$ cat src/rtl/double_ended_queue_unit_defines.svh
// assertion macros shared by the double-ended queue rtl
`ifndef DOUBLE_ENDED_QUEUE_UNIT_DEFINES_SVH
`define DOUBLE_ENDED_QUEUE_UNIT_DEFINES_SVH

// condition holds at every clock edge out of reset
`define DEQ_ASSERT_ALWAYS(label, clk, rst_n, expr, msg) \
    label: assert property (@(posedge clk) disable iff (!rst_n) (expr)) \
        else $error(msg);

// consequent holds in the same cycle as the antecedent
`define DEQ_ASSERT_IMPL(label, clk, rst_n, ante, cons, msg) \
    label: assert property (@(posedge clk) disable iff (!rst_n) (ante) |-> (cons)) \
        else $error(msg);

// consequent holds in the cycle after the antecedent
`define DEQ_ASSERT_NEXT(label, clk, rst_n, ante, cons, msg) \
    label: assert property (@(posedge clk) disable iff (!rst_n) (ante) |=> (cons)) \
        else $error(msg);

`endif

$ cat src/rtl/deq_pkg.sv
// types and constants of the double-ended queue unit
`timescale 1ns / 1ps

package deq_pkg;

    localparam int DEQ_DEPTH      = 16;
    localparam int DEQ_DATA_WIDTH = 32;

    localparam int ACTION_W      = 3;
    localparam int VALUE_W       = 32;
    localparam int INDEX_W       = 4;
    localparam int READ_DATA_W   = 32;
    localparam int STATUS_W      = 2;
    localparam int ENTRY_COUNT_W = 5;

    localparam int S_TDATA_W = ((VALUE_W + INDEX_W + 7) / 8) * 8;
    localparam int M_TDATA_W = ((READ_DATA_W + STATUS_W + ENTRY_COUNT_W + 7) / 8) * 8;

    typedef enum logic [ACTION_W-1:0] {
        ACT_PUSH_BACK  = 3'd0,
        ACT_PUSH_FRONT = 3'd1,
        ACT_POP_FRONT  = 3'd2,
        ACT_POP_BACK   = 3'd3,
        ACT_PEEK_FRONT = 3'd4,
        ACT_PEEK_BACK  = 3'd5,
        ACT_READ_INDEX = 3'd6
    } action_t;

    typedef enum logic [STATUS_W-1:0] {
        STATUS_OK    = 2'd0,
        STATUS_EMPTY = 2'd1,
        STATUS_FULL  = 2'd2
    } status_t;

    typedef enum logic [0:0] {
        S_IDLE = 1'b0,
        S_RESP = 1'b1
    } state_t;

endpackage

$ cat src/rtl/deq_ram.sv
// generic single-clock ram, one write port and one registered read port
`timescale 1ns / 1ps

module deq_ram #(
    parameter int WIDTH  = 32,
    parameter int DEPTH  = 16,
    parameter int ADDR_W = $clog2(DEPTH)
) (
    input  logic              clk,
    input  logic              wr_en,
    input  logic [ADDR_W-1:0] wr_addr,
    input  logic [WIDTH-1:0]  wr_data,
    input  logic              rd_en,
    input  logic [ADDR_W-1:0] rd_addr,
    output logic [WIDTH-1:0]  rd_data
);

    logic [WIDTH-1:0] mem [DEPTH];

    always_ff @(posedge clk) begin
        if (wr_en) begin
            mem[wr_addr] <= wr_data;
        end
        if (rd_en) begin
            rd_data <= mem[rd_addr];
        end
    end

endmodule

$ cat src/rtl/double_ended_queue_unit.sv
// top level of the double-ended queue unit: ring buffer control around one ram
//
//  channel  | direction | handshake          | contents
//  ---------+-----------+--------------------+---------------------------------
//  s_       | in        | s_tvalid/s_tready  | request: action, value, index
//  m_       | out       | m_tvalid/m_tready  | result: read_data, status, count
//
// a request is accepted when s_tvalid and s_tready are both high; head, count and the ram access are settled there,
// and the ram read data is registered in the ram, then copied into the result register once m_ is free.
// with m_tready held high one request is taken every cycle; the result register
// and the registered ram read set that figure.
// a request may be accepted while an earlier result waits; it then holds until m_ drains.
// reset clears head, count and the control state; the storage needs no clearing pass.
`timescale 1ns / 1ps
`include "double_ended_queue_unit_defines.svh"

module double_ended_queue_unit
    import deq_pkg::*;
#(
    parameter int DEPTH      = DEQ_DEPTH,
    parameter int DATA_WIDTH = DEQ_DATA_WIDTH
) (
    input  logic                 aclk,
    input  logic                 aresetn,
    input  logic                 s_tvalid,
    output logic                 s_tready,
    // value [31:0], index [35:32], zero pad
    input  logic [S_TDATA_W-1:0] s_tdata,
    // action [2:0]
    input  logic [ACTION_W-1:0]  s_tuser,
    output logic                 m_tvalid,
    input  logic                 m_tready,
    // read_data [31:0], status [33:32], entry_count [38:34], zero pad
    output logic [M_TDATA_W-1:0] m_tdata
);

    localparam int PTR_W  = $clog2(DEPTH);
    localparam int CNT_W  = $clog2(DEPTH + 1);
    localparam int SUM_W  = PTR_W + 1;
    localparam int CMP_W  = (CNT_W > INDEX_W) ? CNT_W : INDEX_W;
    localparam int DWIDE  = (DATA_WIDTH > VALUE_W) ? DATA_WIDTH : VALUE_W;
    localparam int CWIDE  = (CNT_W > ENTRY_COUNT_W) ? CNT_W : ENTRY_COUNT_W;
    localparam int M_PAD  = M_TDATA_W - READ_DATA_W - STATUS_W - ENTRY_COUNT_W;

    state_t                     state_reg, state_next;
    logic [PTR_W-1:0]           head_reg, head_next;
    logic [CNT_W-1:0]           count_reg, count_next;
    logic                       m_tvalid_reg, m_tvalid_next;
    logic [M_TDATA_W-1:0]       m_tdata_reg, m_tdata_next;
    status_t                    resp_status_reg, resp_status_next;
    logic                       resp_rd_reg, resp_rd_next;
    logic [ENTRY_COUNT_W-1:0]   resp_count_reg, resp_count_next;

    logic                       s_accept;
    logic                       out_free;
    action_t                    act;
    logic [VALUE_W-1:0]         in_value;
    logic [INDEX_W-1:0]         in_index;
    logic [DWIDE-1:0]           value_wide;
    logic [DWIDE-1:0]           rd_wide;
    logic [CWIDE-1:0]           count_wide;
    logic [CMP_W-1:0]           idx_cmp, cnt_cmp;
    logic [CNT_W-1:0]           cnt_dec;
    logic                       q_full, q_empty;
    logic [PTR_W-1:0]           off_sel;
    logic [PTR_W-1:0]           slot_addr;
    logic                       head_from_addr;
    logic                       do_wr, do_rd;
    status_t                    req_status;
    logic [DATA_WIDTH-1:0]      ram_rd_data;

    function automatic logic [PTR_W-1:0] slot_at(input logic [PTR_W-1:0] base,
                                                 input logic [PTR_W-1:0] off);
        logic [SUM_W-1:0] sum;
        sum = {1'b0, base} + {1'b0, off};
        if (sum >= SUM_W'(DEPTH)) begin
            sum = sum - SUM_W'(DEPTH);
        end
        return sum[PTR_W-1:0];
    endfunction

    assign act        = action_t'(s_tuser);
    assign in_value   = s_tdata[VALUE_W-1:0];
    assign in_index   = s_tdata[VALUE_W +: INDEX_W];
    assign value_wide = DWIDE'(in_value);
    assign idx_cmp    = CMP_W'(in_index);
    assign cnt_cmp    = CMP_W'(count_reg);
    assign cnt_dec    = count_reg - 1'b1;
    assign q_full     = (count_reg == CNT_W'(DEPTH));
    assign q_empty    = (count_reg == '0);
    assign out_free   = !m_tvalid_reg || m_tready;
    assign s_accept   = s_tvalid && s_tready;

    // request decode: ram access, pointer and count updates
    always_comb begin
        off_sel        = '0;
        head_from_addr = 1'b0;
        do_wr          = 1'b0;
        do_rd          = 1'b0;
        req_status     = STATUS_OK;
        head_next      = head_reg;
        count_next     = count_reg;
        case (act)
            ACT_PUSH_BACK: begin
                if (q_full) begin
                    req_status = STATUS_FULL;
                end else begin
                    do_wr      = 1'b1;
                    off_sel    = count_reg[PTR_W-1:0];
                    count_next = count_reg + 1'b1;
                end
            end
            ACT_PUSH_FRONT: begin
                if (q_full) begin
                    req_status = STATUS_FULL;
                end else begin
                    do_wr          = 1'b1;
                    off_sel        = PTR_W'(DEPTH - 1);
                    head_from_addr = 1'b1;
                    count_next     = count_reg + 1'b1;
                end
            end
            ACT_POP_FRONT: begin
                if (q_empty) begin
                    req_status = STATUS_EMPTY;
                end else begin
                    do_rd      = 1'b1;
                    head_next  = slot_at(head_reg, PTR_W'(1));
                    count_next = cnt_dec;
                end
            end
            ACT_POP_BACK: begin
                if (q_empty) begin
                    req_status = STATUS_EMPTY;
                end else begin
                    do_rd      = 1'b1;
                    off_sel    = cnt_dec[PTR_W-1:0];
                    count_next = cnt_dec;
                end
            end
            ACT_PEEK_FRONT: begin
                if (q_empty) begin
                    req_status = STATUS_EMPTY;
                end else begin
                    do_rd = 1'b1;
                end
            end
            ACT_PEEK_BACK: begin
                if (q_empty) begin
                    req_status = STATUS_EMPTY;
                end else begin
                    do_rd   = 1'b1;
                    off_sel = cnt_dec[PTR_W-1:0];
                end
            end
            ACT_READ_INDEX: begin
                if (idx_cmp >= cnt_cmp) begin
                    req_status = STATUS_EMPTY;
                end else begin
                    do_rd   = 1'b1;
                    off_sel = idx_cmp[PTR_W-1:0];
                end
            end
            default: begin
                req_status = STATUS_EMPTY;
            end
        endcase
        slot_addr = slot_at(head_reg, off_sel);
        if (head_from_addr) begin
            head_next = slot_addr;
        end
    end

    assign count_wide = CWIDE'(count_next);

    deq_ram #(
        .WIDTH (DATA_WIDTH),
        .DEPTH (DEPTH),
        .ADDR_W(PTR_W)
    ) u_storage (
        .clk    (aclk),
        .wr_en  (s_accept && do_wr),
        .wr_addr(slot_addr),
        .wr_data(value_wide[DATA_WIDTH-1:0]),
        .rd_en  (s_accept && do_rd),
        .rd_addr(slot_addr),
        .rd_data(ram_rd_data)
    );

    assign rd_wide = DWIDE'(ram_rd_data);

    // handshake control and result register
    always_comb begin
        state_next       = state_reg;
        m_tvalid_next    = m_tvalid_reg;
        m_tdata_next     = m_tdata_reg;
        resp_status_next = resp_status_reg;
        resp_rd_next     = resp_rd_reg;
        resp_count_next  = resp_count_reg;
        s_tready         = 1'b0;
        if (m_tready) begin
            m_tvalid_next = 1'b0;
        end
        case (state_reg)
            S_IDLE: begin
                s_tready = 1'b1;
            end
            S_RESP: begin
                s_tready = out_free;
                if (out_free) begin
                    m_tvalid_next = 1'b1;
                    m_tdata_next  = {{M_PAD{1'b0}}, resp_count_reg, resp_status_reg,
                                     resp_rd_reg ? rd_wide[READ_DATA_W-1:0]
                                                 : {READ_DATA_W{1'b0}}};
                    state_next    = S_IDLE;
                end
            end
            default: begin
                state_next = S_IDLE;
            end
        endcase
        if (s_accept) begin
            state_next       = S_RESP;
            resp_status_next = req_status;
            resp_rd_next     = do_rd;
            resp_count_next  = count_wide[ENTRY_COUNT_W-1:0];
        end
    end

    always_ff @(posedge aclk) begin
        if (!aresetn) begin
            state_reg    <= S_IDLE;
            head_reg     <= '0;
            count_reg    <= '0;
            m_tvalid_reg <= 1'b0;
        end else begin
            state_reg    <= state_next;
            m_tvalid_reg <= m_tvalid_next;
            if (s_accept) begin
                head_reg  <= head_next;
                count_reg <= count_next;
            end
        end
    end

    always_ff @(posedge aclk) begin
        m_tdata_reg     <= m_tdata_next;
        resp_status_reg <= resp_status_next;
        resp_rd_reg     <= resp_rd_next;
        resp_count_reg  <= resp_count_next;
    end

    assign m_tvalid = m_tvalid_reg;
    assign m_tdata  = m_tdata_reg;

    `DEQ_ASSERT_ALWAYS(a_count_bound, aclk, aresetn, count_reg <= CNT_W'(DEPTH), "count above depth")
    `DEQ_ASSERT_ALWAYS(a_one_ram_access, aclk, aresetn, !(u_storage.wr_en && u_storage.rd_en), "ram read and write together")
    `DEQ_ASSERT_IMPL(a_no_result_overrun, aclk, aresetn, s_accept && (state_reg == S_RESP), out_free, "request taken while result blocked")
    `DEQ_ASSERT_NEXT(a_push_grows, aclk, aresetn, s_accept && do_wr, count_reg == $past(count_reg) + 1'b1, "push did not grow count")
    `DEQ_ASSERT_NEXT(a_refused_keeps_head, aclk, aresetn, s_accept && (req_status != STATUS_OK), $stable(head_reg) && $stable(count_reg), "refused request moved state")

endmodule

$ cat config.mk
export PLATFORM = sky130hd
export DESIGN_NAME = double_ended_queue_unit
export DESIGN_NICKNAME = d
export VERILOG_FILES = /design/src/rtl/deq_pkg.sv /design/src/rtl/deq_ram.sv /design/src/rtl/double_ended_queue_unit.sv
export VERILOG_INCLUDE_DIRS = /design/src /design/src/rtl
export SDC_FILE = /design/constraint.sdc
export NUM_CORES = 1
export LEC_CHECK = 0
export ABC_AREA = 1
export BUFFER_PORTS_ARGS = -buffer_cell sky130_fd_sc_hd__buf_2
export CELL_PAD_IN_SITES_DETAIL_PLACEMENT = 0
export CELL_PAD_IN_SITES_GLOBAL_PLACEMENT = 1
export CORE_ASPECT_RATIO = 1.4
export CORE_MARGIN = 2
export CORE_UTILIZATION = 35
export CTS_CLUSTER_SIZE = 16
export DETAILED_ROUTE_END_ITERATION = 10
export PLACE_DENSITY_LB_ADDON = 0.2
export SYNTH_ARGS = -nofsm -noshare
export SYNTH_HDL_FRONTEND = slang
export SYNTH_SLANG_ARGS = --single-unit
export TNS_END_PERCENT = 100
$ cat constraint.sdc
create_clock -name aclk -period 6.3 [get_ports aclk]
set_input_delay 0.315 -clock aclk [delete_from_list [all_inputs] [get_ports aclk]]
set_output_delay 0.315 -clock aclk [all_outputs]
set_load 0.005 [all_outputs]
==> results.yml <==
logic_synthesis:
  yosysSeqAreaShare_pct: 77.8
  synth_ff_type: "edfxtp_1"
  yosys_register_bits: 602
  ys_warn_count: 0
  avgSynthCellArea_sq_um: 14.2
  synthCells: 1623
  synth_edf_count: 591
  netlist_area_sq_um: 23100
  ys_types: 38
  synth_fp_nets: 1684
  ys_async_sr_fraction_pct: 0
clocking:
  tritoncts: "yes"
  cts-root-buf: "clkbuf_16"
  cts_sinks: 602
  worst_skew_pair.late_latency_ns: 0.62
  numCtsBuffers: 57
  clockBufferDepth: 3
  postCtsSetupRepairBufs: 0
  htreeDepth: 2
  clk_pin_slew_worst_paths_ns: 0.06
floorplanning:
  initial_core_util_pct: 35.3
  die_width_um: 221
  core_area_sq_um: 65400
  die_h_um: 308
  ios: 89
  row_count: 111
  dieArea_sq_um: 68100
grt:
  grt_max_degree: 129
  overflow: 0
  grt_pass1_vias: 13700
  track_usage_pct: 17.9
  grt_pass1_wl_um: 90300
  grt_antenna_before_repair: 3
finish:
  finalNonFillerCells: 2605
  largest_reg_flops: 512
  drive_gt1_share_pct: 13.3
  final_nets: 1776
  post-route-util_pct: 40.7
  mostFrequentLayoutCells: "edfxtp_1, nand2_1, a22oi_1, buf_2, a21oi_1"
  final_common_cell: "edfxtp_1"
  area_growth_pct: 15.2
hold_path:
  hold_depth: 1
  hold_class: "input pin to flip-flop"
  hold_start: "s_tdata[5]"
  whs_endpoint: "u_storage.mem[6][5]"
sta:
  fin_setup_tns_ns: 0
  setup_slack_ns: 1.35
  skew_ns: 0.0236
  tightest_slew_ns: 0.933
  period_needed_ns: 4.95
  slew_headroom_pct: 37.8
  drv_slew: 0
  hold_viol: 0
  rsz0062_at_grt: "false"
  finalSetupViolCount: 0
  min_period_over_period_pct: 78.6
  timing.hold.ws_ns: 0.0656
  fmax_ghz: 0.202
placement:
  pre_cts_ws_ns: 1.34
  gp_congestion: 0.784
  dp.cells: 2501
  io_buffers: 83
  dp_hpwl_um: 29800
status:
  outcome: "finished clean"
critical_path:
  reg2reg_depth: 18
  slowest_delay_ns: 0.61
  crit_path_end_kind: "flip-flop"
  worstPathCellList: "inv_1, ha_1, nand2_1, inv_1, nand2_1, nand2_1, nand2_1, nand2_1, nor2_1, inv_1, o2111ai_1, ha_1, fa_1, xor2_4, inv_2, nand2_1, nor2_4, buf_4"
  worstPathRequired_ns: 6.53
  criticalPathCategory: "flip-flop to flip-flop"
  reg2reg_slack_ns: 1.35
  r2r_start: "cnt_cmp[2]"
  arrival_ns: 5.17
  cpMostUsedCell: "nand2_1"
  cp_max_fo: 25
  startpoint_type: "flip-flop"
  r2r_end: "u_storage.mem[2][7]"
  crit_slowest_cell: "dfxtp_1"
routing:
  ant_nets: 0
  via_per_inst: 5.17
  wl_per_cell_um: 23.4
  drc_errors: 0
  dr.pass1.iters: 7
  wl_um: 61000
  first_iter_violations: 920
  vias: 13500
power_and_ir_drop:
  p_leak_nw: 9.18
  ir_drop_v: 0.000203
  power_density_nw_per_um2: 345
flow_run:
  max-cap-violations: 0
==> worst max-delay path: cells and delay by family (launching register included) <==
| kind | cells | cell delay, ns |
|---|---|---|
| AOI/OAI and AO/OA | 1 | 0.14 |
| adders and majority gates | 3 | 1.07 |
| buffers and inverters | 5 | 1.39 |
| DFF | 1 | 0.61 |
| and+or+nand+nor | 8 | 1.09 |
| xor gates and xnor gates | 1 | 0.22 |
==> how the worst max path moves through the flow <==
stage,startpoint,endpoint,slack [ns]
floorplan,cnt_cmp[2],u_storage.mem[13][0],1.55
global placement,cnt_cmp[2],u_storage.mem[2][2],1.32
detailed placement,cnt_cmp[2],u_storage.mem[0][2],1.34
CTS,cnt_cmp[2],u_storage.mem[0][7],1.30
global route,cnt_cmp[2],u_storage.mem[0][7],0.95
finish,cnt_cmp[2],u_storage.mem[2][7],1.35
==> per-stage QoR <==
step                      total power [W]  area (sq um)
final                             0.00919         26600
after global routing              0.00957         26600
after CTS                         0.00931         26600
after detailed placement          0.00590         24800
after global placement            0.00589         24800
after floorplan                   0.00542         23100
==> synthesized netlist by cell type (16+ instances only) <==
cell type | count | share of area, %
o21ai_0 | 43 | 0.93
nand3_1 | 16 | 0.35
edfxtp_1 | 591 | 77
nand2_1 | 427 | 6.9
a21oi_1 | 74 | 1.6
buf_2 | 20 | 0.43
inv_1 | 67 | 1.1
nor2_1 | 30 | 0.49
nand4_1 | 51 | 1.4
clkbuf_1 | 50 | 0.81
a22oi_1 | 139 | 4.5
a21o_1 | 23 | 0.75
==> per-layer routing <==
layer  vias up  global-route usage (%)  routed length (um)
met4         4                    5.70                1520
li1       6176                       -                   -
met1      6875                    22.5               26000
met5         -                       0                  25
met2       322                    31.8               31100
met3        95                    2.48                2430
==> power by group <==
part | internal, W | switching, W
Combinational | 0.000367 | 0.000873
Clock | 0.00192 | 0.00148
Sequential | 0.00452 | 0.0000309
==> area by class of cell <==
cell class / count / area, sq um
inverters: 70 / 270
well taps: 847 / 1060
multi-input cells: 867 / 4650
diodes: 1 / 2.50
fillers: 5980 / 38800
clock buffers: 74 / 1570
repair buffers: 117 / 826
flip-flops and latches: 602 / 18000
clock inverters: 27 / 259
==> logic make-up after synthesis <==
logic type / after synthesis / share of synthesized area, %
and+or+nand+nor: 543 / 9.86
xor gates and xnor gates: 6 / 0.228
other: 1 / 0.0162
DFF: 602 / 77.8
buffers and inverters: 154 / 2.85
AOI/OAI and AO/OA: 303 / 8.47
adders and majority gates: 14 / 0.791
==> what timing repair did <==
action / CTS / global route
endpoints found under the hold margin: 5 / 0
resized for setup: 0 / 0
hold buffers: 2 / 0
Note: power is estimated with default switching activity, not from simulation.
